## config.mk

```make
export PLATFORM = sky130hd
export DESIGN_NAME = sshi_regs
export DESIGN_NICKNAME = d
export VERILOG_FILES = /design/src/hdl/sshi_pkg.sv /design/src/hdl/sshi_regs.sv
export SDC_FILE = /design/constraint.sdc
export NUM_CORES = 1
export LEC_CHECK = 0
export ABC_CLOCK_PERIOD_IN_PS = 1300
export CAP_MARGIN = 0
export CORE_ASPECT_RATIO = 2
export CORE_MARGIN = 1.5
export CORE_UTILIZATION = 44
export CTS_CLUSTER_DIAMETER = 150
export CTS_CLUSTER_SIZE = 24
export DETAILED_ROUTE_END_ITERATION = 7
export DONT_BUFFER_PORTS = 1
export GPL_TIMING_DRIVEN = 1
export SKIP_CTS_REPAIR_TIMING = 1
export SLEW_MARGIN = 25
export SYNTH_ARGS = -nofsm -noshare
export SYNTH_HDL_FRONTEND = slang
export SYNTH_SLANG_ARGS = --single-unit
```

## constraint.sdc

```tcl
create_clock -name clk -period 1.3 [get_ports clk]
set_input_delay 0.195 -clock clk [delete_from_list [all_inputs] [get_ports clk]]
set_output_delay 0.195 -clock clk [all_outputs]
set_load 0.02 [all_outputs]
```

## src/hdl/sshi_pkg.sv

```systemverilog
`timescale 1ns / 1ps

package sshi_pkg;

    // Wrap bound for cross-connected strip lines, and cap on results per pair
    localparam int MaxWraps = 3;
    localparam int ResCap   = 16;
    localparam int IdxW     = 4;
    localparam int KW       = $clog2(ResCap);

    typedef logic signed [IdxW-1:0] widx_t;
    typedef logic [KW-1:0]          kcnt_t;

    typedef enum logic [2:0] {
        REG_TAN_FRONT     = 3'd0,
        REG_TAN_BACK      = 3'd1,
        REG_INV_TAN_DIFF  = 3'd2,
        REG_ACTIVE_WIDTH  = 3'd3,
        REG_ACTIVE_HEIGHT = 3'd4,
        REG_STRIP_PITCH   = 3'd5,
        REG_INV_WIDTH     = 3'd6,
        REG_PARALLEL      = 3'd7
    } reg_idx_t;

    typedef struct packed {
        logic signed [20:0] tan_front;
        logic signed [20:0] tan_back;
        logic signed [23:0] inv_tan_diff;
        logic [23:0]        active_width;
        logic [23:0]        active_height;
        logic [15:0]        strip_pitch;
        logic [31:0]        inv_active_width;
        logic               parallel_strips;
    } cfg_t;

    // One cluster pair after the per-item arithmetic
    typedef struct packed {
        logic               reject;
        logic signed [23:0] xf;
        logic signed [23:0] xb;
        widx_t              nf;
        widx_t              nb;
        logic [47:0]        var_x;
        logic [47:0]        var_y;
        logic signed [47:0] cov;
    } prep_t;

    // One front and back line pair
    typedef struct packed {
        logic               reject;
        logic               last;
        widx_t              i_f;
        widx_t              i_b;
        logic signed [23:0] xf;
        logic signed [23:0] xb;
        logic [47:0]        var_x;
        logic [47:0]        var_y;
        logic signed [47:0] cov;
    } pair_t;

    function automatic logic signed [23:0] sat24(input logic signed [47:0] v);
        logic signed [23:0] r;
        if (v > 48'sd8388607)
            r = 24'sd8388607;
        else if (v < -48'sd8388608)
            r = -24'sd8388608;
        else
            r = v[23:0];
        return r;
    endfunction

endpackage

```

## src/hdl/sshi_regs.sv

```systemverilog
`timescale 1ns / 1ps

module sshi_regs (
    input  logic               clk,
    input  logic               rst_n,
    input  logic               psel,
    input  logic               penable,
    input  logic               pwrite,
    input  logic [4:0]         paddr,
    input  logic [31:0]        pwdata,
    output logic [31:0]        prdata,
    output logic               pready,
    output sshi_pkg::cfg_t     cfg
);

    sshi_pkg::cfg_t     cfg_reg;
    sshi_pkg::reg_idx_t idx;

    assign idx    = sshi_pkg::reg_idx_t'(paddr[4:2]);
    assign pready = 1'b1;
    assign cfg    = cfg_reg;

    always_ff @(posedge clk or negedge rst_n)
    begin
        if (!rst_n)
        begin
            cfg_reg                 <= '0;
            cfg_reg.parallel_strips <= 1'b1;
        end
        else if (psel && penable && pwrite)
        begin
            case (idx)
                sshi_pkg::REG_TAN_FRONT:     cfg_reg.tan_front        <= pwdata[20:0];
                sshi_pkg::REG_TAN_BACK:      cfg_reg.tan_back         <= pwdata[20:0];
                sshi_pkg::REG_INV_TAN_DIFF:  cfg_reg.inv_tan_diff     <= pwdata[23:0];
                sshi_pkg::REG_ACTIVE_WIDTH:  cfg_reg.active_width     <= pwdata[23:0];
                sshi_pkg::REG_ACTIVE_HEIGHT: cfg_reg.active_height    <= pwdata[23:0];
                sshi_pkg::REG_STRIP_PITCH:   cfg_reg.strip_pitch      <= pwdata[15:0];
                sshi_pkg::REG_INV_WIDTH:     cfg_reg.inv_active_width <= pwdata;
                sshi_pkg::REG_PARALLEL:      cfg_reg.parallel_strips  <= pwdata[0];
                default: ;
            endcase
        end
    end

    always_comb
    begin
        case (idx)
            sshi_pkg::REG_TAN_FRONT:     prdata = {11'b0, cfg_reg.tan_front};
            sshi_pkg::REG_TAN_BACK:      prdata = {11'b0, cfg_reg.tan_back};
            sshi_pkg::REG_INV_TAN_DIFF:  prdata = {8'b0, cfg_reg.inv_tan_diff};
            sshi_pkg::REG_ACTIVE_WIDTH:  prdata = {8'b0, cfg_reg.active_width};
            sshi_pkg::REG_ACTIVE_HEIGHT: prdata = {8'b0, cfg_reg.active_height};
            sshi_pkg::REG_STRIP_PITCH:   prdata = {16'b0, cfg_reg.strip_pitch};
            sshi_pkg::REG_INV_WIDTH:     prdata = cfg_reg.inv_active_width;
            sshi_pkg::REG_PARALLEL:      prdata = {31'b0, cfg_reg.parallel_strips};
            default:                     prdata = '0;
        endcase
    end

endmodule

```

# Word-level counts from Yosys, hierarchy flattened
# Index checks and enable logic that the tools add are counted.
totals:
  wordCells: 27
  reg_bits: 163
  inputBits: 42
  output_inout_bits: 196
op_classes:
  reduce_logical: 11
  n_eq_ne: 7
  muxes: 1
op_table:
  columns: ["op", "count"]
  rows:
  - ["$pmux W32 S8", 1]
  - ["$reduce_and A2 Y1", 8]
  - ["$eq A3 B3 Y1 const B", 4]
  - ["$eq A3 B2 Y1 const B", 2]
  - ["$eq A3 B1 Y1 const B", 1]
  - ["$logic_not A3 Y1", 1]
  - ["$logic_and A1 B1 Y1", 2]

# Logic depth before layout (Yosys ltp)
# Gate-level depths: netlist of the first run.
logic_depth:
  word_depth: 3
  mapped_depth: 7
  mapped_depth_nobuf: 4

# Least setup slack after synthesis of the first run
# OpenSTA, ideal clock, no wires.
synth_path:
  path_kind: "input to output"
  start: "input paddr[3]"
  end: "output prdata[14]"
  slack_ns: -0.530
  t_arrival_ns: 1.635
  path_stages: 6
  n_path_buf: 3
  t_required_ns: 1.105
  cell_sequence: "buf_4 buf_2 buf_6 nor2b_1 a21oi_1 a221oi_1"
synth_between:
  elab_chain_len: 2
  elab_cells_between_ends: 9
synth_lines:
  columns: ["element", "line_no", "source"]
  rows:
  - ["from (decl)", "sshi_regs.sv:9", "input logic [4:0] paddr,"]
  - ["$eq A3 B3 Y1, or another cell as far along", "sshi_regs.sv:48", "case (idx)"]
  - ["$pmux W32 S8 (*)", "sshi_regs.sv:48", null]
  - ["to (decl)", "sshi_regs.sv:11", "output logic [31:0] prdata,"]
# Mark *: on every way between the ends. The rest lies on a longest branch, timed or not.

# Final worst setup path of the first run
layout_path:
  start: "register cfg_reg (netlist bit cfg[1])"
  end: "output prdata[0]"
layout_between:
  elab_chain_len: 1
layout_lines:
  columns: ["element", "line_no", "source"]
  rows:
  - ["from (decl)", "sshi_regs.sv:16", "sshi_pkg::cfg_t cfg_reg;"]
  - ["$pmux W32 S8", "sshi_regs.sv:48", null]
# No other way between the ends.

==> results of run 1 <==
==> metal layers <==
layer / wire length (um) / track usage [%] / share of wire [%]
met1: 7840 / 26.3 / 35
met2: 12100 / 44.5 / 55
met3: 1530 / 7.14 / 6.9
met4: 634 / 9.84 / 2.9
met5: 0 / 0 / 0
==> layout by cell type (no fill, tap or decap), types with 6 or more instances in the layout <==
| master | netlist | final |
|---|---|---|
| a21oi_1 | 29 | 12 |
| a21oi_2 | 0 | 15 |
| a221oi_2 | 0 | 6 |
| and2_4 | 0 | 8 |
| buf_12 | 0 | 10 |
| buf_4 | 7 | 165 |
| buf_6 | 6 | 14 |
| clkbuf_16 | 0 | 17 |
| dfrtp_1 | 162 | 148 |
| dfrtp_2 | 0 | 14 |
| dlygate4sd3_1 | 0 | 32 |
| mux2_2 | 143 | 142 |
| mux2_4 | 20 | 21 |
| mux2i_1 | 27 | 24 |
| mux4_2 | 11 | 11 |
| nor2_1 | 31 | 21 |
| nor2_2 | 4 | 8 |
| nor2_4 | 0 | 6 |
| nor2b_1 | 12 | 9 |
==> cell usage after synthesis <==
cell type	n
a211oi_1	6
a21oi_1	29
a221oi_1	8
a22o_1	3
a31oi_1	2
a32oi_1	5
and2_1	8
buf_1	1
buf_2	18
buf_4	7
buf_6	6
clkbuf_1	3
conb_1	1
dfrtp_1	162
dfstp_2	1
inv_1	7
mux2_1	1
mux2_2	143
mux2_4	20
mux2i_1	27
mux4_2	11
nand2_1	1
nand2b_1	6
nand4_2	1
nand4b_1	2
nand4b_4	1
nor2_1	31
nor2_2	4
nor2b_1	12
o21bai_1	2
o22ai_1	5
or3_1	1
or3_4	2
==> where the power goes <==
group	leakage (nW)	total [mW]	internal [mW]	switching [mW]
Clock	0.286	5.17	3.08	2.09
Sequential	2.06	6.79	6.08	0.709
Combinational	2.53	5.46	2.64	2.82
==> stage by stage <==
stage                     hold WS [ns]  cells  TNS (ns)  instance area [um^2]
after floorplan                 -0.101    537    -16.87                  7860
after global placement         -0.0953    890     -3.99                  9310
after detailed placement       -0.0970    890     -6.49                  9310
after CTS                       -0.557    922     -9.63                  9920
after global routing            -0.562    962     -9.23                 10500
final                           -0.535    962     -7.55                 10500
==> cell families (layout without fill, tap and decap cells) <==
family                 count (synthesis)  in the layout  share of synthesized area, %
buffers and inverters                 42            260                          3.33
muxes                                202            202                          32.3
other                                  1              1                        0.0496
and+or+nand+nor                       69             69                          5.17
AOI/OAI and AO/OA                     60             60                          5.15
DFF                                  163            163                          54.0
==> critical path: stages (launching register included) <==
cell and delay, ns:
dfrtp_2 0.40, mux4_2 0.47, mux2_4 0.32
==> path summary, 6_finish.rpt <==
kind                       startpoint        end  cells after the start
setup / recovery               cfg[1]  prdata[0]                      2
hold / removal                  rst_n    cfg[80]                      0
setup reg to reg             cfg[138]   cfg[138]                      3
hold reg to reg              cfg[159]   cfg[159]                      1
max in group asynchronous       rst_n    cfg[31]                      0
min in group clk             paddr[4]   cfg[162]                      3
==> area by class of cell <==
type                       count  area [um^2]  share of cell area [%]
sequential                   163         4100                    39.1
multi-input combinational    332         3570                    34.1
inverter                       7         26.3                   0.251
clock buffer                  20          447                    4.26
tap                          207          259                    2.47
timing repair buffer         221         1920                    18.3
clock inverter                12          158                    1.50
==> summary.md, run 1 <==
| Metric | Value |
|---|---|
| CTS Root Buffer Type | `clkbuf_16` |
| Site Rows | `67` |
| Final Hold Vio Count | `~160` |
| Worst Hold Class | `in2async` |
| Violated checks | `negative hold slack, negative setup slack` |
| First-pass detailed-route iteration total | `4` |
| Max Slew Vio Count | `0` |
| Post-Syn Nets | `579` |
| Flops & latches, synth | `163` |
| GRT overflow | `0` |
| Hold WS | `-0.535 ns` |
| Clk sinks | `163` |
| Max Cap Viol | `0` |
| R2r setup slk | `0.28 ns` |
| WL per Instance | `23.0 um` |
| Setup crit end kind | `output pin` |
| Core Footprint | `0.0168 mm^2` |
| Yosys warns | `0` |
| Area Overhead vs Synth | `38.7%` |
| Minimum clock period after layout | `1.81 ns` |
| Setup WS pre-CTS | `-0.0971 ns` |
| H-tree levels | `4` |
| Starting Density | `45.1%` |
| PnR worst setup slack | `-0.510 ns` |
| Power per cell area | `1660 mW/mm^2` |
| GRT Total Usage | `between 20% and 30%` |
| Worst Skew | `0 ns` |
| Final setup violation count | `24` |
| Die area | `0.0180 mm^2` |
| CTS tree | `built` |
| CP Class | `reg2out` |
| Horiz. Die Dim | `95.7 um` |
| Fmax achieved | `553 MHz` |
| I/O Buffers | `0` |
| Vias/cell | `~5.5` |
| Crit share post-route | `139%` |
| Worst-case clock buffer depth | `2` |
| Total CTS buffers | `17` |
| GPL Wtd Cong | `0.776` |
| Largest net degree at the start of global routing | `164` |
| Run status | `finished, violations left` |
| Largest area contributor in the netlist | `dfrtp_1` |
| Tot Pwr | `17.4 mW` |
| Vias in the first global route | `about 5800` |
| Netlist cell types | `33` |
| Sequential area share after synthesis | `a little over half` |
| Share of the synthesized area in the top cell type | `53.7%` |
| Critical Path AT | `1.61 ns` |
| Synthesized area | `0.00755 mm^2` |
| # diodes | `0` |
| Antenna Violating Nets Remaining | `0` |
| Max reg flops | `~160` |
| Mapped Cells | `537` |
| DRC viols | `0` |
| # nets final | `784` |
| RSZ-0062 raised after global routing | `true` |
| Avg Cell Area, Syn | `~14 um^2` |
| Clock Pin Slew Worst Setup and Hold Paths | `0.06 ns` |
| Post-detail-place hpwl | `14.8 mm` |
| Layout cell share with drive strength beyond 1 | `63.7%` |
| First-pass GRT wire length | `32.9 mm` |
| Drt initial violations | `202` |
| Total number of vias | `around 5300` |
| Final core occ | `a little over three fifths` |
| Detailed Route WL | `22.1 mm` |
| Synth area leaders | `dfrtp_1, mux2_2, mux2_4` |
| Leakage | `4.88 nW` |
| CP Data Required Time | `1.11 ns` |
| Die Y | `between 150 and 200 um` |
| # IOs | `238` |
| Critical path startpoint category | `register` |
| VDD IR-drop max | `960 uV` |
| Clock Latency Late Sink | `0.42 ns` |
| Initial antenna violation count | `0` |
| Filler cells | `1329` |
| Critical-path maximum fanout | `2` |
Power figures use the tool's default switching activity.
==> run 2: changes to the inputs <==
ABC_CLOCK_PERIOD_IN_PS = 1650   (was 1300)
clock period = 1.65 ns   (was 1.3 ns; I/O delays follow)
==> run 2 against run 1 <==
The flow still finishes with violations (negative hold slack, negative setup slack); core utilization shrank 3.9 points; sequential power shrank 11%; register-to-register slack gained 0.32 ns; clock skew is the same; first-iteration DRC count grew 5.9%; highest routed layer unchanged; critical path depth is the same; combinational power shrank 46%; die area is the same; final cell count shrank 8.2%; global-route usage shrank 0.57 points; critical endpoint unchanged; clock power shrank 11%; routed wire length shrank 1.6%; largest cell class unchanged; largest power group unchanged.
==> summary.md, run 2 (synthesized netlist as in run 1, its figures left out) <==
| Metric | Value |
|---|---|
| VDD IR-drop max | `805 uV` |
| R2r startpoint | `cfg[88]` |
| First-pass GRT wire length | `~32 mm` |
| # nets final | `roughly 710` |
| Worst-case clock buffer depth | `2` |
| Worst reg2reg endpoint | `cfg[88]` |
| H-tree levels | `4` |
| Placed Cells | `807` |
| Worst setup startpoint | `cfg[0]` |
| Filler cells | `1342` |
| Leakage | `between 4 and 5 nW` |
| CP Data Required Time | `1.40 ns` |
| Setup crit end kind | `output pin` |
| Total CTS buffers | `17` |
| Final core occ | `58.6%` |
| Vias in the first global route | `5411` |
| Clock Pin Slew Worst Setup and Hold Paths | `0.06 ns` |
| Cells on worst reg2reg path | `3` |
| Run status | `finished, violations left` |
| CTS tree | `built` |
| Clk sinks | `between 150 and 200` |
| Leading cell type in the layout, fill and taps excluded | `mux2_2` |
| # diodes | `0` |
| Worst Hold Class | `in2async` |
| Die area | `0.0180 mm^2` |
| Max Slew Vio Count | `0` |
| Final Hold Vio Count | `163` |
| Largest net degree at the start of global routing | `164` |
| Site Rows | `67` |
| Post-detail-place hpwl | `14.2 mm` |
| Crit share post-route | `114%` |
| Max Cap Viol | `0` |
| PnR worst setup slack | `-0.227 ns` |
| GPL Wtd Cong | `0.767` |
| R2r setup slk | `0.60 ns` |
| Tot Pwr | `13.6 mW` |
| Detailed Route WL | `about 22 mm` |
| Critical-path maximum fanout | `3` |
| Starting Density | `a little under half` |
| Clock Latency Late Sink | `0.42 ns` |
| Slew @ Worst Pin | `about 0.57 ns` |
| Initial antenna violation count | `0` |
| Total number of vias | `just over 5000` |
| Minimum clock period after layout | `1.88 ns` |
| Final cell count without fillers | `883` |
| I/O Buffers | `0` |
| Most frequent cells in the layout | `mux2_2, dfrtp_1, buf_4` |
| Antenna Violating Nets Remaining | `0` |
| Area Overhead vs Synth | `30.0%` |
| Critical Path AT | `1.63 ns` |
| GRT overflow | `0` |
| WL per Instance | `between 20 and 25 um` |
| Fmax achieved | `about 530 MHz` |
| Power per cell area | `between 1000 and 1500 mW/mm^2` |
| Violated checks | `negative hold slack, negative setup slack` |
| Vias/cell | `5.81` |
| Final instance area | `0.00982 mm^2` |
| # IOs | `238` |
| GRT Total Usage | `24.2%` |
| DRC viols | `0` |
| Horiz. Die Dim | `around 96 um` |
| First-pass detailed-route iteration total | `4` |
| Hold WS | `-0.483 ns` |
| CTS Root Buffer Type | `clkbuf_16` |
| Layout cell share with drive strength beyond 1 | `57.8%` |
| Worst Skew | `0 ns` |
| Max reg flops | `approximately 160` |
| RSZ-0062 raised after global routing | `true` |
| Core Footprint | `0.0168 mm^2` |
| Final setup violation count | `20` |
| CP Class | `reg2out` |
| Die Y | `188 um` |
| Drt initial violations | `roughly 210` |
| Placed cell areas | `0.00854 mm^2` |
| Slew HR | `61.8%` |
| Worst setup path end | `prdata[0]` |
| Critical path startpoint category | `register` |
==> run 2: stage by stage <==
step | TNS [ns] | worst slack, ns
2_1_floorplan | -0.409 | -0.0860
3_3_place_gp | 0 | 0.152
3_5_place_dp | 0 | 0.110
4_1_cts | -3.95 | -0.266
5_1_grt | -3.75 | -0.302
6_report | -2.44 | -0.227
==> run 2: worst min-delay path by stage <==
stage	cells past startpoint	slack [ns]	to
finish	0	-0.48	cfg[149]
global route	0	-0.51	cfg[102]
CTS	0	-0.50	cfg[25]
detailed placement	0	-0.04	cfg[104]
global placement	0	-0.04	cfg[149]
floorplan	0	-0.05	cfg[100]
==> run 2: where the power goes <==
| group | total [mW] | leakage, nW | switching (mW) | internal [mW] |
|---|---|---|---|---|
| registers | 6.06 | 2.05 | 1.26 | 4.80 |
| logic | 2.96 | 2.09 | 1.39 | 1.57 |
| clock network | 4.61 | 0.324 | 1.61 | 3.00 |
| total | 13.6 | 4.46 | 4.27 | 9.36 |
==> run 2: area by class of cell <==
| class | instances | area (um^2) | area share, % |
|---|---|---|---|
| inverter | 7 | 26.3 | 0.268 |
| multi-input combinational | 332 | 3470 | 35.3 |
| clock inverter | 13 | 255 | 2.60 |
| tap | 207 | 259 | 2.64 |
| clock buffer | 19 | 433 | 4.41 |
| timing repair buffer | 142 | 1260 | 12.9 |
| sequential | 163 | 4110 | 41.9 |
==> run 2: critical path, cell delays in order (launching register included) <==
cell	delay, ns
dfstp_2	0.41
mux4_2	0.49
mux2_4	0.31
==> run 2: routing by layer <==
| layer | track usage, % | share of wire (%) |
|---|---|---|
| met1 | 26.3 | 35 |
| met2 | 42.7 | 56 |
| met3 | 6.21 | 5.6 |
| met4 | 11.2 | 3.2 |
| met5 | 0 | 0 |
==> run 3: changes to the inputs <==
CORE_UTILIZATION = 45   (was 44)
CTS_CLUSTER_DIAMETER = not set   (was 150)
==> run 3 against run 2 <==
The run still ends with negative hold slack, negative setup slack left; via count decreased by 1.2%; final area decreased by 1.7%; routed wire length decreased by 1.5%; non-clock buffer count decreased by 7; clock power decreased by 15%; highest routed layer unchanged.
==> summary.md, run 3 (synthesized netlist as in run 1, its figures left out) <==
| Metric | Value |
|---|---|
| GRT overflow | `0` |
| Cells on worst reg2reg path | `3` |
| Starting Density | `46.2%` |
| Total number of vias | `5064` |
| Tot Pwr | `about 13 mW` |
| Final Hold Vio Count | `163` |
| Max reg flops | `163` |
| Initial antenna violation count | `0` |
| CP Data Required Time | `1.40 ns` |
| DRC viols | `0` |
| Fmax achieved | `537 MHz` |
| Core Footprint | `0.0164 mm^2` |
| Crit-path max cell delay | `0.47 ns` |
| Area Overhead vs Synth | `27.7%` |
| Most frequent cells in the layout | `mux2_2, dfrtp_1, buf_4` |
| PnR worst setup slack | `-0.213 ns` |
| First-pass GRT wire length | `31.6 mm` |
| Seq. cell area | `0.00412 mm^2` |
| Slew HR | `65.2%` |
| Clock Latency Late Sink | `between 0.4 and 0.5 ns` |
| Hold WS | `-0.484 ns` |
| CP top delay family | `multiplexers` |
| Detailed Route WL | `21.5 mm` |
| Vias in the first global route | `5421` |
| Leading cell type in the layout, fill and taps excluded | `mux2_2` |
| H-tree levels | `4` |
| Worst Hold Class | `in2async` |
| Run status | `finished, violations left` |
| Leakage | `about 4.4 nW` |
| Drt initial violations | `178` |
| R2r startpoint | `cfg[85]` |
| RSZ-0062 raised after global routing | `true` |
| Site Rows | `between 60 and 70` |
| R2r setup slk | `0.61 ns` |
| Multi-input gate area | `0.00348 mm^2` |
| WL per Instance | `24.6 um` |
| # IOs | `238` |
| I/O Buffers | `0` |
| CTS Root Buffer Type | `clkbuf_16` |
| Minimum clock period after layout | `~1.9 ns` |
| Total CTS buffers | `17` |
| Violated checks | `negative hold slack, negative setup slack` |
| GRT Total Usage | `24.3%` |
| Die area | `0.0176 mm^2` |
| VDD IR-drop max | `837 uV` |
| Vias/cell | `5.80` |
| Filler cells | `1361` |
| Worst-case clock buffer depth | `2` |
| CTS tree | `built` |
| Worst path buffer plus inverter count | `0` |
| Antenna Violating Nets Remaining | `0` |
| GPL Wtd Cong | `between 0.7 and 0.8` |
| Max Slew Vio Count | `0` |
| Worst Skew | `0 ns` |
| Final setup violation count | `19` |
| Clock Pin Slew Worst Setup and Hold Paths | `0.06 ns` |
| Critical-path maximum fanout | `3` |
| CP Depth | `2` |
| # nets final | `about 700` |
| Clk sinks | `163` |
| Layout cell share with drive strength beyond 1 | `58.9%` |
| Worst reg2reg endpoint | `cfg[85]` |
| Critical Path AT | `1.62 ns` |
| Slew @ Worst Pin | `0.523 ns` |
| Crit path max-delay cell type | `mux4_2` |
| Worst path cell trace | `mux4_2 > mux2_4` |
| CP Class | `reg2out` |
| Max Cap Viol | `0` |
| Critical path startpoint category | `register` |
| First-pass detailed-route iteration total | `4` |
| Horiz. Die Dim | `94.6 um` |
| Setup crit end kind | `output pin` |
| Largest net degree at the start of global routing | `between 150 and 200` |
| Power per cell area | `1340 mW/mm^2` |
| Worst setup path end | `prdata[0]` |
| Placed Cells | `802` |
| Crit share post-route | `113%` |
| Final cell count without fillers | `approximately 870` |
| Die Y | `186 um` |
| # diodes | `0` |
| Worst setup startpoint | `cfg[0]` |
| Post-detail-place hpwl | `14.2 mm` |
==> run 3: cell count changes in the layout (fill, tap and decap cells not counted), moves of 3 or more <==
cell       before  now
dfrtp_2        27   33
dfrtp_1       135  129
clkinv_4        1    4
bufinv_16       7    2
buf_6           5    2
==> run 3: cell type report <==
cell class | instances | share of cell area, %
sequential | 163 | 42.7
multi-input combinational | 332 | 36.1
timing repair buffer | 135 | 12.2
clock buffer | 20 | 4.73
tap | 204 | 2.65
clock inverter | 12 | 1.37
inverter | 7 | 0.272
==> run 3: worst min path at each step <==
| stage | slack, ns | cells past startpoint | startpoint | end |
|---|---|---|---|---|
| after floorplan | -0.05 | 0 | rst_n | cfg[100] |
| after global routing | -0.50 | 0 | rst_n | cfg[80] |
| after CTS | -0.50 | 0 | rst_n | cfg[151] |
| final | -0.48 | 0 | rst_n | cfg[121] |
| after detailed placement | -0.04 | 0 | rst_n | cfg[128] |
| after global placement | -0.04 | 0 | rst_n | cfg[80] |
==> run 3: layer usage <==
layer / share of wire [%] / track usage (%)
met5: 0 / 0
met4: 3.2 / 11.2
met3: 7.2 / 8.01
met2: 55 / 43.5
met1: 35 / 25.2
==> run 3: power by group <==
| part | internal (mW) | switching (mW) |
|---|---|---|
| logic | 1.51 | 1.34 |
| clock network | 2.31 | 1.62 |
| registers | 4.81 | 1.29 |
| total | 8.63 | 4.26 |
==> run 3: per-stage QoR <==
stage	area (um^2)	setup WS (ns)	util, %	TNS (ns)
2_1_floorplan	7650	-0.0860	-	-0.409
3_3_place_gp	8500	0.161	52.0	0
3_5_place_dp	8500	0.142	52.0	0
4_1_cts	9090	-0.258	55.6	-3.70
5_1_grt	9650	-0.256	59.0	-3.52
6_report	9650	-0.213	59.0	-2.33
