### src/hdl/sshi_pkg.sv
`timescale 1ns / 1ps

package sshi_pkg;

    // Wrap bound for cross-connected strip lines, and cap on results per pair
    localparam int MaxWraps = 3;
    localparam int ResCap   = 16;
    localparam int IdxW     = 4;
    localparam int KW       = $clog2(ResCap);

    typedef logic signed [IdxW-1:0] widx_t;
    typedef logic [KW-1:0]          kcnt_t;

    typedef enum logic [2:0] {
        REG_TAN_FRONT     = 3'd0,
        REG_TAN_BACK      = 3'd1,
        REG_INV_TAN_DIFF  = 3'd2,
        REG_ACTIVE_WIDTH  = 3'd3,
        REG_ACTIVE_HEIGHT = 3'd4,
        REG_STRIP_PITCH   = 3'd5,
        REG_INV_WIDTH     = 3'd6,
        REG_PARALLEL      = 3'd7
    } reg_idx_t;

    typedef struct packed {
        logic signed [20:0] tan_front;
        logic signed [20:0] tan_back;
        logic signed [23:0] inv_tan_diff;
        logic [23:0]        active_width;
        logic [23:0]        active_height;
        logic [15:0]        strip_pitch;
        logic [31:0]        inv_active_width;
        logic               parallel_strips;
    } cfg_t;

    // One cluster pair after the per-item arithmetic
    typedef struct packed {
        logic               reject;
        logic signed [23:0] xf;
        logic signed [23:0] xb;
        widx_t              nf;
        widx_t              nb;
        logic [47:0]        var_x;
        logic [47:0]        var_y;
        logic signed [47:0] cov;
    } prep_t;

    // One front and back line pair
    typedef struct packed {
        logic               reject;
        logic               last;
        widx_t              i_f;
        widx_t              i_b;
        logic signed [23:0] xf;
        logic signed [23:0] xb;
        logic [47:0]        var_x;
        logic [47:0]        var_y;
        logic signed [47:0] cov;
    } pair_t;

    function automatic logic signed [23:0] sat24(input logic signed [47:0] v);
        logic signed [23:0] r;
        if (v > 48'sd8388607)
            r = 24'sd8388607;
        else if (v < -48'sd8388608)
            r = -24'sd8388608;
        else
            r = v[23:0];
        return r;
    endfunction

endpackage

### src/hdl/sshi_seq.sv
`timescale 1ns / 1ps

module sshi_seq (
    input  logic            clk,
    input  logic            rst_n,
    input  logic            in_valid,
    output logic            in_ready,
    input  sshi_pkg::prep_t in_item,
    output logic            pair_valid,
    input  logic            pair_ready,
    output sshi_pkg::pair_t pair
);

    typedef enum logic [1:0] {
        ST_IDLE = 2'b01,
        ST_RUN  = 2'b10
    } seq_state_t;

    seq_state_t      state_reg;
    sshi_pkg::prep_t held_reg;
    sshi_pkg::widx_t fi_reg, bi_reg;
    sshi_pkg::widx_t f2, b1, b2;
    sshi_pkg::kcnt_t k_reg;
    logic            last;

    always_comb
    begin
        f2   = (held_reg.nf > 0) ? held_reg.nf : '0;
        b1   = (held_reg.nb < 0) ? held_reg.nb : '0;
        b2   = (held_reg.nb > 0) ? held_reg.nb : '0;
        last = held_reg.reject || (k_reg == sshi_pkg::kcnt_t'(sshi_pkg::ResCap - 1)) ||
               ((fi_reg == f2) && (bi_reg == b2));
    end

    assign in_ready   = (state_reg == ST_IDLE);
    assign pair_valid = (state_reg == ST_RUN);

    always_comb
    begin
        pair.reject = held_reg.reject;
        pair.last   = last;
        pair.i_f    = fi_reg;
        pair.i_b    = bi_reg;
        pair.xf     = held_reg.xf;
        pair.xb     = held_reg.xb;
        pair.var_x  = held_reg.var_x;
        pair.var_y  = held_reg.var_y;
        pair.cov    = held_reg.cov;
    end

    always_ff @(posedge clk)
    begin
        if (in_valid && in_ready)
            held_reg <= in_item;
    end

    always_ff @(posedge clk or negedge rst_n)
    begin
        if (!rst_n)
        begin
            state_reg <= ST_IDLE;
            fi_reg    <= '0;
            bi_reg    <= '0;
            k_reg     <= '0;
        end
        else
        begin
            case (state_reg)
                ST_IDLE:
                begin
                    if (in_valid)
                    begin
                        fi_reg    <= (in_item.nf < 0) ? in_item.nf : '0;
                        bi_reg    <= (in_item.nb < 0) ? in_item.nb : '0;
                        k_reg     <= '0;
                        state_reg <= ST_RUN;
                    end
                end
                ST_RUN:
                begin
                    if (pair_ready)
                    begin
                        if (last)
                            state_reg <= ST_IDLE;
                        else
                        begin
                            // inner loop over back lines, outer over front lines
                            if (bi_reg == b2)
                            begin
                                bi_reg <= b1;
                                fi_reg <= fi_reg + sshi_pkg::widx_t'(1);
                            end
                            else
                                bi_reg <= bi_reg + sshi_pkg::widx_t'(1);
                            k_reg <= k_reg + 1'b1;
                        end
                    end
                end
                default: state_reg <= ST_IDLE;
            endcase
        end
    end

endmodule

### config.mk
export PLATFORM = sky130hd
export DESIGN_NAME = sshi_seq
export DESIGN_NICKNAME = d
export VERILOG_FILES = /design/src/hdl/sshi_pkg.sv /design/src/hdl/sshi_seq.sv
export SDC_FILE = /design/constraint.sdc
export NUM_CORES = 1
export LEC_CHECK = 0
export BUFFER_PORTS_ARGS = -buffer_cell sky130_fd_sc_hd__buf_4
export CAP_MARGIN = 15
export CORE_AREA = 2 2 157 159
export CTS_CLUSTER_DIAMETER = 40
export DETAILED_ROUTE_END_ITERATION = 12
export DIE_AREA = 0 0 159 161
export PLACE_DENSITY = 0.7
export RECOVER_POWER = 50
export SYNTH_ARGS = -nofsm -noshare
export SYNTH_HDL_FRONTEND = slang
export SYNTH_SLANG_ARGS = --single-unit
export TNS_END_PERCENT = 20
### constraint.sdc
create_clock -name clk -period 4.2 [get_ports clk]
set_clock_uncertainty 0.2 [all_clocks]
set_input_delay 0.84 -clock clk [delete_from_list [all_inputs] [get_ports clk]]
set_output_delay 0.84 -clock clk [all_outputs]
set_load 0.02 [all_outputs]
After elaboration in Yosys (flattened, before gate mapping):

Index checks and enable logic that the tools add are counted.

* ROM bits: 0
* RAM bits: 0
* input bits: 205
* output and inout port bits: 204
* memories kept: 0
* register bits after elaboration: 215
* word-level logic and storage cells: 61
* bits in latches: 0

* order comparisons: 5
* shift operators: 0
* divide/modulo/power cells: 0
* add/sub/neg operators: 3
* eq/ne operators: 10
* mux-type cells: 23
* $mul: 0
* bitwise gates (word level): 0
* reductions and logical operators: 8

Operator list (count)
* 4-bit 2-to-1 mux: 16
* 4-bit one-hot mux with 2 select lines: 3
* 4-bit by 1-bit less-than comparator with 1-bit output (second input constant): 3
* 4-bit by 2-bit adder with 4-bit output (second input constant): 2
* 4-bit equality test: 2
* 4-bit by 1-bit greater-than comparator with 1-bit output (second input constant): 2
* 2-bit 2-to-1 mux: 3
* 2-bit by 1-bit != test with 1-bit output (second input constant): 3
* 5-bit AND reduction: 1
* 4-bit by 1-bit adder with 4-bit output (second input constant): 1
* 4-bit equality test (second input constant): 1
* 2-bit != test (second input constant): 2
* 2-bit one-hot mux with 2 select lines: 1
* 4-bit AND reduction: 1
* 3-bit AND reduction: 1
* 2-bit by 1-bit equality test with 1-bit output (second input constant): 1
* 2-bit equality test (second input constant): 1
* 1-bit logical AND: 2
* 1-bit logical OR: 2
* 2-bit nonzero test: 1

Depth between registers and ports, before layout:

Gate-level depths: netlist of run 1.

* word-level depth: 8
* gate-level depth with buffers: 7
* gate-level depth less buffers: 7

Worst setup path before layout of run 1:

No wires, ideal clock.

* kind: input to register
* start: input in_valid
* end: register fi_reg[0]
* data arrival time: 3.899 ns
* cell stages on the path: 5
* slack: 0.013 ns
* library setup time: 0.088 ns
* data required time: 3.912 ns
* buffers on the path: 0
* cell sequence: nand2_1 > or2_2 > inv_2 > o21ai_1 > o22ai_1

* word-level cells in the longest chain between the ends: 2

RTL lines
* start: declaration: line sshi_seq.sv:6 `input logic in_valid,`
* 2-bit != test (no line)
* 5-bit AND reduction (no line)
* end signal: assignment: line sshi_seq.sv:73 `fi_reg <= (in_item.nf < 0) ? in_item.nf : '0;`
* end signal: assignment: line sshi_seq.sv:91 `fi_reg <= fi_reg + sshi_pkg::widx_t'(1);`
* end: declaration: line sshi_seq.sv:21 `sshi_pkg::widx_t fi_reg, bi_reg;`

No other way between the ends.
A chain may end at the register's enable or synchronous reset.

==> results of run 1 <==
-- metal layers --
| metal | wire [um] | GRT usage [%] | part of all wire, % | up-vias |
|---|---|---|---|---|
| met4 | 334 | 4.09 | 1.7 | 0 |
| li1 | - | - | - | 2170 |
| met1 | 7000 | 16.0 | 36 | 2256 |
| met2 | 10500 | 26.4 | 54 | 251 |
| met5 | 0 | 0 | 0 | - |
| met3 | 1750 | 5.06 | 8.9 | 29 |
-- final cells by class --
type / count / area, sq um
clock buffer: 32 / 779
clock inverter: 24 / 188
fill: 2174 / 12800
inverter: 8 / 37.5
multi-input combinational: 95 / 646
sequential: 215 / 6390
tap: 324 / 405
timing repair buffer: 412 / 2690
-- worst max path at each step --
stage,start,end,slack [ns]
3_5_place_dp,in_valid,pair[55],1.22
3_3_place_gp,in_valid,pair[151],1.30
4_1_cts,fi_reg[0],pair[200],0.90
5_1_grt,fi_reg[0],pair[200],0.73
6_report,fi_reg[0],pair[200],0.91
2_1_floorplan,in_valid,fi_reg[0],0.01
-- worst max-delay path, cell delays in order, from the launching register on --
cell	delay, ns
dfrtp_1	0.47
nor4b_1	0.32
nand2_1	0.15
a311oi_4	0.40
nand2_1	0.15
nand2_1	0.09
buf_4	0.14
-- synth_stat cells, types with 2 or more instances --
| master | n | area [sq um] |
|---|---|---|
| ha_1 | 3 | 37.5 |
| o21ai_0 | 3 | 15.0 |
| nand2_1 | 17 | 63.8 |
| edfxtp_1 | 201 | 6040 |
| a21oi_1 | 10 | 50.1 |
| o21ai_1 | 4 | 20.0 |
| o22ai_1 | 2 | 12.5 |
| clkbuf_1 | 2 | 7.51 |
| a31oi_1 | 5 | 31.3 |
| mux2i_1 | 3 | 30.0 |
| nor3_1 | 6 | 30.0 |
| nand2b_1 | 3 | 18.8 |
| inv_1 | 5 | 18.8 |
| nor2b_1 | 2 | 12.5 |
| nor2_1 | 4 | 15.0 |
| xnor2_1 | 4 | 35.0 |
| dfrtp_1 | 13 | 325 |
| nand3_1 | 7 | 35.0 |
| inv_2 | 3 | 11.3 |
| buf_4 | 194 | 1460 |
-- power by group through the flow --
stage	clock, mW	sequential [mW]	combinational, mW
after floorplan	0	3.24	1.44
after global placement	0	3.18	1.97
after detailed placement	0	3.20	2.00
after CTS	2.42	3.17	2.00
after global routing	2.51	3.21	1.92
final	2.35	3.16	1.81
-- cell families after synthesis --
kind of cell / count (synthesis)
AO/OA/AOI/OAI: 37
AND/OR/NAND/NOR: 47
adder cells (fa/ha/maj): 3
multiplexers: 4
flip-flops: 215
XOR/XNOR: 4
buffers and inverters: 204
-- through the flow --
step,utilization [%],instances,total power [mW],area (sq um)
4_1_cts,48.3,1110,7.59,11600
3_3_place_gp,44.2,1053,5.16,10600
6_report,46.5,1110,7.32,11100
2_1_floorplan,-,514,4.68,8530
3_5_place_dp,44.2,1053,5.20,10600
5_1_grt,46.5,1110,7.65,11100
-- placed cells by master (no fill, tap or decap), types with 2 or more instances in the layout --
cell type,netlist,layout
a21oi_1,10,10
a31oi_1,5,5
buf_12,0,2
buf_4,194,105
clkbuf_1,2,116
clkbuf_16,0,31
clkbuf_4,0,189
clkinv_1,0,4
clkinv_2,0,6
clkinv_4,0,4
clkinvlp_4,0,2
dfrtp_1,13,13
edfxtp_1,201,201
ha_1,3,3
inv_1,5,5
inv_2,3,2
inv_8,0,7
mux2i_1,3,3
nand2_1,17,17
nand2b_1,3,3
nand3_1,7,7
nor2_1,4,4
nor2b_1,2,2
nor3_1,6,6
o21ai_0,3,3
o21ai_1,4,4
o22ai_1,2,2
xnor2_1,4,4
-- what timing repair did --
action	4_1_cts	5_1_grt
hold buffers	1	0
hold endpoints to repair	13	0
endpoints found under the setup margin	0	0
resized for setup	0	0
setup buffers	0	0
==> impl_metrics.tcl, run 1 <==
set metrics [dict create \
    min_period_ns 3.29 \
    async_reset_ff_share_pct 6.51 \
    layout_setup_ws_ns 0.911 \
    cts_root_buf "clkbuf_16" \
    numCtsBuffers 30 \
    cts.sinks 215 \
    portBuffers 408 \
    timing.rr.end "pair[55]" \
    largest_reg_flops 193 \
    clock_latency_ns 0.53 \
    r2r-start "state_reg[0]" \
    synthMuxAreaShare_pct 0.528 \
    hpwl_um 14800 \
    critPathLaunchType "flop" \
    drtIter0Drc 192 \
    synth-seq-cells 215 \
    ys_types 43 \
    nNetsFinal 970 \
    whs_ns 0.301 \
    ys_seq_area_share_pct 74.9 \
    arrival_ns 2.25 \
    status "finished clean" \
    overflow 0 \
    diodes 0 \
    setup_viol 0 \
    clockPowerShare_pct 32.1 \
    max_freq_ghz 0.304 \
    criticalPathCategory "reg2out" \
    rsz0062_at_grt "no" \
    clock_path_buffers 3 \
    synthesis.nets 722 \
    yosys.area_share.simple_pct 2.83 \
    switchingPower_mw 2.37 \
    synth_compound_area_share_pct 3.36 \
    drt_wl_total_um 19600 \
    grt_pass1_wl_um 28500 \
    die_w_um 159 \
    seq_power_share_pct 43.1 \
    p_comb_share_pct 24.7 \
    synth_top_family_by_area "buffers and inverters" \
    ys.flop_type "edfxtp_1" \
    syn_avg_cell_area_sq_um 16.6 \
    hold_path_end "k_reg[3]" \
    h-tree-depth 1 \
    first_pass_iters 4 \
    vias 4706 \
    reg2regPathDepth 4 \
    power_leakage_nw 4.34 \
    end_kind "primary output" \
    wl_per_cell_um 17.7 \
    final-hold-violation-count 0 \
    worstPathRequired_ns 3.16 \
    synth_xor_area_share_pct 0.411 \
    gp_congestion 0.819 \
    yosysWarnings 0 \
    dieArea_sq_um 25600 \
    grt_pass1_vias 4807 \
    initial_core_util_pct 35.6 \
    grt_max_degree 90 \
    drc 0 \
    drv_cap 0 \
    worst_pin_slew_ns 0.796 \
    cts_tree "done" \
    hp-start "k_reg[3]" \
    crit_fanout 8 \
    die_y_um 161 \
    routed_via_density 4.24 \
    clk_pin_slew_ns 0.05 \
    power_density_nw_per_um2 657 \
    area_growth_pct 30.5 \
    min_path_cells 1 \
    synth_edf_count 201 \
    setup_tns_ns 0 \
    ir_drop_mv 0.482 \
    post-route-period-util_pct 78.3 \
    netlist_area_sq_um 8530 \
    drive_above_1_share_pct 45.8 \
    dp_slack_ns 1.22 \
    rows 57 \
    core_sq_um 24000 \
    grt_usage_pct 14.5 \
    p_sw_share_pct 32.4 \
    slew_violations 0 \
    syn_inst 514 \
    hp-class "reg2reg" \
    rrSetupSlack_ns 1.63 \
    synthAdderAreaFrac_pct 0.440 \
    slew-limit-headroom_pct 46.9 \
    power.internal_mw 4.94 \
    ios 409 \
    drtAntennaViolNets 0 \
    antenna_found_initial 0 \
]
Power figures use the tool's default switching activity.
==> run 2, diff against run 1 <==
Clock period 4.2 ns to 3.4 ns, I/O delays scaled along.
==> run 2 against run 1 <==
Against the previous run:
- non-clock buffer count grew 2
- combinational power grew 28%
- sequential cell count is the same
- register-to-register slack lost 1.0 ns
- clock-buffer cell count grew 3
- cell area grew 2.2%
- first-iteration DRC count grew 28%
- via count shrank 0.93%
- critical path type unchanged
- highest routed layer unchanged
- global-route usage shrank 0.15 points
- routed wire length shrank 1.5%
- sequential share of layout area shrank 1.2 points
==> impl_metrics.tcl, run 2 (synthesized netlist as in run 1, its figures left out) <==
set metrics [dict create \
    cp_slowest_cell "edfxtp_1" \
    ios 409 \
    cpMostUsedCell "nand2_1" \
    cp.depth 6 \
    power_mw 9.39 \
    grt_max_degree 54 \
    criticalPathCategory "reg2out" \
    wl_per_cell_um 17.4 \
    critPathLaunchType "flop" \
    vias 4662 \
    rows 57 \
    core_sq_um 24000 \
    numCtsBuffers 31 \
    routed_via_density 4.19 \
    switchingPower_mw 2.89 \
    slew_violations 0 \
    drt_wl_total_um 19300 \
    grt_pass1_vias 4782 \
    slowest_delay_ns 0.42 \
    hpwl_um 14700 \
    portBuffers 408 \
    max_freq_ghz 0.323 \
    min_period_ns 3.10 \
    drc 0 \
    drive_above_1_share_pct 50.5 \
    final-seq-area_sq_um 6390 \
    diodes 0 \
    post-route-period-util_pct 91.1 \
    nNetsFinal 973 \
    worst_pin_slew_ns 1.16 \
    slew-limit-headroom_pct 22.7 \
    p_comb_share_pct 24.8 \
    dieArea_sq_um 25600 \
    multi_input_area_sq_um 646 \
    h-tree-depth 1 \
    largest_reg_flops 193 \
    setup_viol 0 \
    arrival_ns 2.22 \
    drtIter0Drc 245 \
    initial_core_util_pct 35.6 \
    crit_chain "nor4b_1 > nand2_1 > a311oi_4 > nand2_1 > nand2_1 > buf_4" \
    path_buf_inv 1 \
    cts.sinks 215 \
    grt_usage_pct 14.3 \
    ir_drop_mv 0.457 \
    layout_commonest_cell "edfxtp_1" \
    drtAntennaViolNets 0 \
    power_leakage_nw 4.52 \
    worstPathRequired_ns 2.52 \
    antenna_found_initial 0 \
    cts_root_buf "clkbuf_16" \
    drv_cap 0 \
    cts_tree "done" \
    rsz0062_at_grt "no" \
    power_density_nw_per_um2 825 \
    setup_tns_ns 0 \
    min_path_cells 1 \
    first_pass_iters 4 \
    seq_power_share_pct 41.6 \
    end_kind "primary output" \
    hp-class "in2reg" \
    area_growth_pct 33.5 \
    cp_top_family "simple AND/OR/NAND/NOR gates" \
    overflow 0 \
    crit_fanout 6 \
    p_sw_share_pct 30.7 \
    clockPowerShare_pct 33.7 \
    layout_common_cells "201 x edfxtp_1, 188 x clkbuf_4, 146 x buf_4" \
    gp_congestion 0.797 \
    power.internal_mw 6.50 \
    layout_setup_ws_ns 0.304 \
    final-hold-violation-count 0 \
    status "finished clean" \
    reg2regPathDepth 4 \
    clock_path_buffers 3 \
    clock_latency_ns 0.53 \
    grt_pass1_wl_um 28300 \
    fillers 2151 \
    dp_slack_ns 0.877 \
    die_w_um 159 \
    clk_pin_slew_ns 0.06 \
    die_y_um 161 \
]
[run 2: per-stage QoR]
step	instance area (sq um)	instances	hold WS, ns	util (%)
after detailed placement	10600	1055	0.279	44.3
final	11400	1112	0.139	47.5
after global routing	11400	1112	0.108	47.5
after global placement	10600	1055	0.272	44.3
after CTS	11700	1112	0.0870	48.7
after floorplan	8530	514	0.184	-
[run 2: repair_timing]
item / in CTS / in global routing
endpoints found under the hold margin: 14 / 0
buffers inserted: 0 / 0
resized for setup: 0 / 0
hold buffers: 1 / 0
[run 2: layout make-up]
cell class / count / area share [%]
clock inverters: 21 / 2.23
repair buffers: 414 / 25.2
well taps: 324 / 3.56
inverters: 8 / 0.297
flip-flops and latches: 215 / 56.1
multi-input cells: 95 / 5.67
clock buffers: 35 / 6.95
[run 2: worst reg2reg max path, delay by kind of cell (launching register included)]
family	cells	cell delay (ns)
simple gates	2	0.44
buf+inv	2	1.27
flops	1	0.54
[run 2: final timing paths]
| check | start | end | slack (ns) |
|---|---|---|---|
| min reg2reg | k_reg[3] | k_reg[3] | 0.28 |
| min in group asynchronous | rst_n | bi_reg[0] | 0.55 |
| max | held_reg[148] | pair[200] | 0.30 |
| min | in_item[54] | pair[54] | 0.14 |
| max reg2reg | state_reg[0] | pair[105] | 0.62 |
| max in group asynchronous | rst_n | k_reg[2] | 1.93 |
[run 2: layer usage]
metal | GRT usage (%) | up-vias | wire length [um]
met5 | 0 | - | 0
met4 | 4.55 | 0 | 475
met3 | 4.90 | 43 | 1690
met2 | 25.8 | 229 | 10200
met1 | 16.0 | 2222 | 6990
li1 | - | 2168 | -
[run 2: power by group through the flow]
stage / combinational [mW] / sequential, mW / clock, mW
finish: 2.32 / 3.90 / 3.16
global route: 2.47 / 3.97 / 3.36
CTS: 2.49 / 3.90 / 3.25
detailed placement: 2.49 / 3.95 / 0
global placement: 2.46 / 3.93 / 0
floorplan: 1.78 / 3.96 / 0
==> run 3, diff against run 2 <==
Settings changed: ABC_AREA set to 1, CORE_AREA 2 2 157 159 to 2 2 161 163, DIE_AREA 0 0 159 161 to 0 0 163 165, PLACE_DENSITY 0.7 to 0.68.
==> run 3 against run 2 <==
Against the previous run:
- global-route usage decreased by 0.31 points
- synthesized area increased by 1.3%
- setup slack improved by 0.25 ns
- largest power group unchanged
- clock-buffer cell count increased by 6
==> impl_metrics.tcl, run 3 <==
set metrics [dict create \
    status "finished clean" \
    layout_common_cells "201 x edfxtp_1, 187 x clkbuf_4, 120 x clkbuf_1" \
    power_density_nw_per_um2 846 \
    ys.flop_type "edfxtp_1" \
    core_sq_um 25000 \
    nNetsFinal 1040 \
    cts.sinks 215 \
    p_comb_share_pct 22.5 \
    min_period_ns 2.84 \
    layout_commonest_cell "edfxtp_1" \
    hp-class "in2reg" \
    post-synth-top-count-cell "edfxtp_1" \
    numCtsBuffers 34 \
    initial_core_util_pct 34.5 \
    rows 58 \
    grt_pass1_vias 4937 \
    syn_inst 579 \
    vias 4904 \
    netlist.area_leader.share_pct 69.9 \
    clock_latency_ns 0.49 \
    h-tree-depth 2 \
    p_sw_share_pct 29.9 \
    largest_reg_flops 193 \
    die_w_um 163 \
    criticalPathCategory "reg2out" \
    utilization_pct 46.3 \
    clockPowerShare_pct 38.8 \
    worstPathRequired_ns 2.52 \
    ys_types 24 \
    fillers 2304 \
    crit_fanout 13 \
    ir_drop_mv 0.666 \
    wl_per_cell_um 17.1 \
    clock_path_buffers 3 \
    slew-limit-headroom_pct 44.9 \
    portBuffers 408 \
    max_freq_ghz 0.352 \
    drc 0 \
    final-hold-violation-count 0 \
    drtAntennaViolNets 0 \
    cts_root_buf "clkbuf_16" \
    synth-seq-cells 215 \
    synth_area_leaders "edfxtp_1 70%, buf_4 17%, dfrtp_1 3.8%, nand2_1 3.3%, nand3_1 1.9%" \
    drt_wl_total_um 20300 \
    rsz0062_at_grt "no" \
    post-route-period-util_pct 83.6 \
    power.internal_mw 6.87 \
    hpwl_um 15500 \
    cts_tree "done" \
    grt_pass1_wl_um 28100 \
    grt_max_degree 91 \
    power_mw 9.81 \
    drive_above_1_share_pct 42.9 \
    switchingPower_mw 2.94 \
    ios 409 \
    slew_violations 0 \
    first_pass_iters 4 \
    multi_input_area_sq_um 713 \
    die_y_um 165 \
    end_kind "primary output" \
    synthesis.nets 787 \
    clk_pin_slew_ns 0.06 \
    critPathLaunchType "flop" \
    yosysTopAreaCell "edfxtp_1" \
    synth_edf_count 201 \
    antenna_found_initial 1 \
    final-seq-area_sq_um 6390 \
    drtIter0Drc 291 \
    worst_pin_slew_ns 0.827 \
    yosysWarnings 0 \
    netlist_area_sq_um 8640 \
    synth_commonest_cells "201 x edfxtp_1, 194 x buf_4, 75 x nand2_1" \
    area_growth_pct 34.2 \
    routed_via_density 4.13 \
    syn_avg_cell_area_sq_um 14.9 \
    ys_seq_area_share_pct 73.9 \
    drv_cap 0 \
    power_leakage_nw 4.71 \
    async_reset_ff_share_pct 6.51 \
    cts_setup_buffers 0 \
    gp_congestion 0.835 \
    seq_power_share_pct 38.7 \
    arrival_ns 1.96 \
    grt_usage_pct 14.0 \
    overflow 0 \
    setup_viol 0 \
    dieArea_sq_um 26900 \
]
==> run 3: cell types whose count changed in the layout (fill, tap and decap cells not counted), moves of 4 or more <==
cell / previous run / this run
nand3_1: 7 / 32
buf_4: 146 / 104
nor2_1: 4 / 10
nor3_1: 6 / 0
o21ai_1: 4 / 0
clkbuf_1: 80 / 120
clkbuf_16: 31 / 37
a21oi_1: 10 / 2
inv_1: 5 / 21
a31oi_1: 5 / 0
nand2_1: 17 / 74
==> run 3: cells by family after synthesis <==
family | count (synthesis) | synth area share [%]
compound gates | 9 | 0.594
xor+xnor | 4 | 0.406
fa+ha+maj | 3 | 0.435
simple gates | 128 | 6.63
flops | 215 | 73.9
buf+inv | 220 | 18.0
==> run 3: area by class of cell <==
cell class,count,area share (%)
inverters,25,0.842
multi-input cells,144,6.15
diodes,1,0.0216
flip-flops and latches,215,55.1
well taps,330,3.56
clock inverters,20,2.89
repair buffers,412,23.2
clock buffers,41,8.20
==> run 3: metal layers <==
| layer | wire length [um] | GRT usage, % | vias to the layer above |
|---|---|---|---|
| met3 | 2090 | 5.70 | 37 |
| met1 | 7380 | 15.6 | 2305 |
| li1 | - | - | 2311 |
| met2 | 10300 | 24.2 | 251 |
| met5 | 0 | 0 | - |
| met4 | 526 | 5.19 | 0 |
==> run 3: path summary, 6_finish.rpt <==
path	startpoint	slack [ns]	cells after the start	endpoint
setup / recovery	state_reg[0]	0.56	4	pair_valid
hold / removal	in_item[69]	0.18	1	pair[69]
setup reg to reg	state_reg[0]	1.19	5	pair[161]
hold reg to reg	k_reg[1]	0.32	2	k_reg[1]
max in group asynchronous	rst_n	1.87	2	k_reg[2]
min in group asynchronous	rst_n	0.62	2	bi_reg[0]
==> run 3: power by group through the flow <==
stage	Combinational, mW	Clock, mW	Sequential (mW)
floorplan	1.76	0	3.91
global placement	2.42	0	3.83
detailed placement	2.43	0	3.85
CTS	2.44	3.91	3.81
global route	2.38	4.03	3.85
finish	2.20	3.80	3.80
==> run 3: repair_timing <==
action	4_1_cts	5_1_grt
endpoints found under the hold margin	13	0
hold buffers	1	0
gates resized for setup	0	0
==> run 3: stage by stage <==
| step | area (sq um) | setup TNS [ns] | worst slack [ns] | instances | hold WS, ns |
|---|---|---|---|---|---|
| floorplan | 8660 | -186.96 | -0.930 | 579 | 0.184 |
| detailed placement | 10700 | 0 | 1.08 | 1125 | 0.311 |
| CTS | 12000 | 0 | 0.554 | 1187 | 0.125 |
| global route | 11600 | 0 | 0.421 | 1187 | 0.151 |
| global placement | 10700 | 0 | 1.11 | 1125 | 0.296 |
| finish | 11600 | 0 | 0.558 | 1188 | 0.178 |
==> run 3: critical path, cell delays in order (launching register included) <==
cell and delay, ns:
dfstp_2 0.51, inv_1 0.04, nand2_1 0.30, clkinv_1 0.37, buf_4 0.27
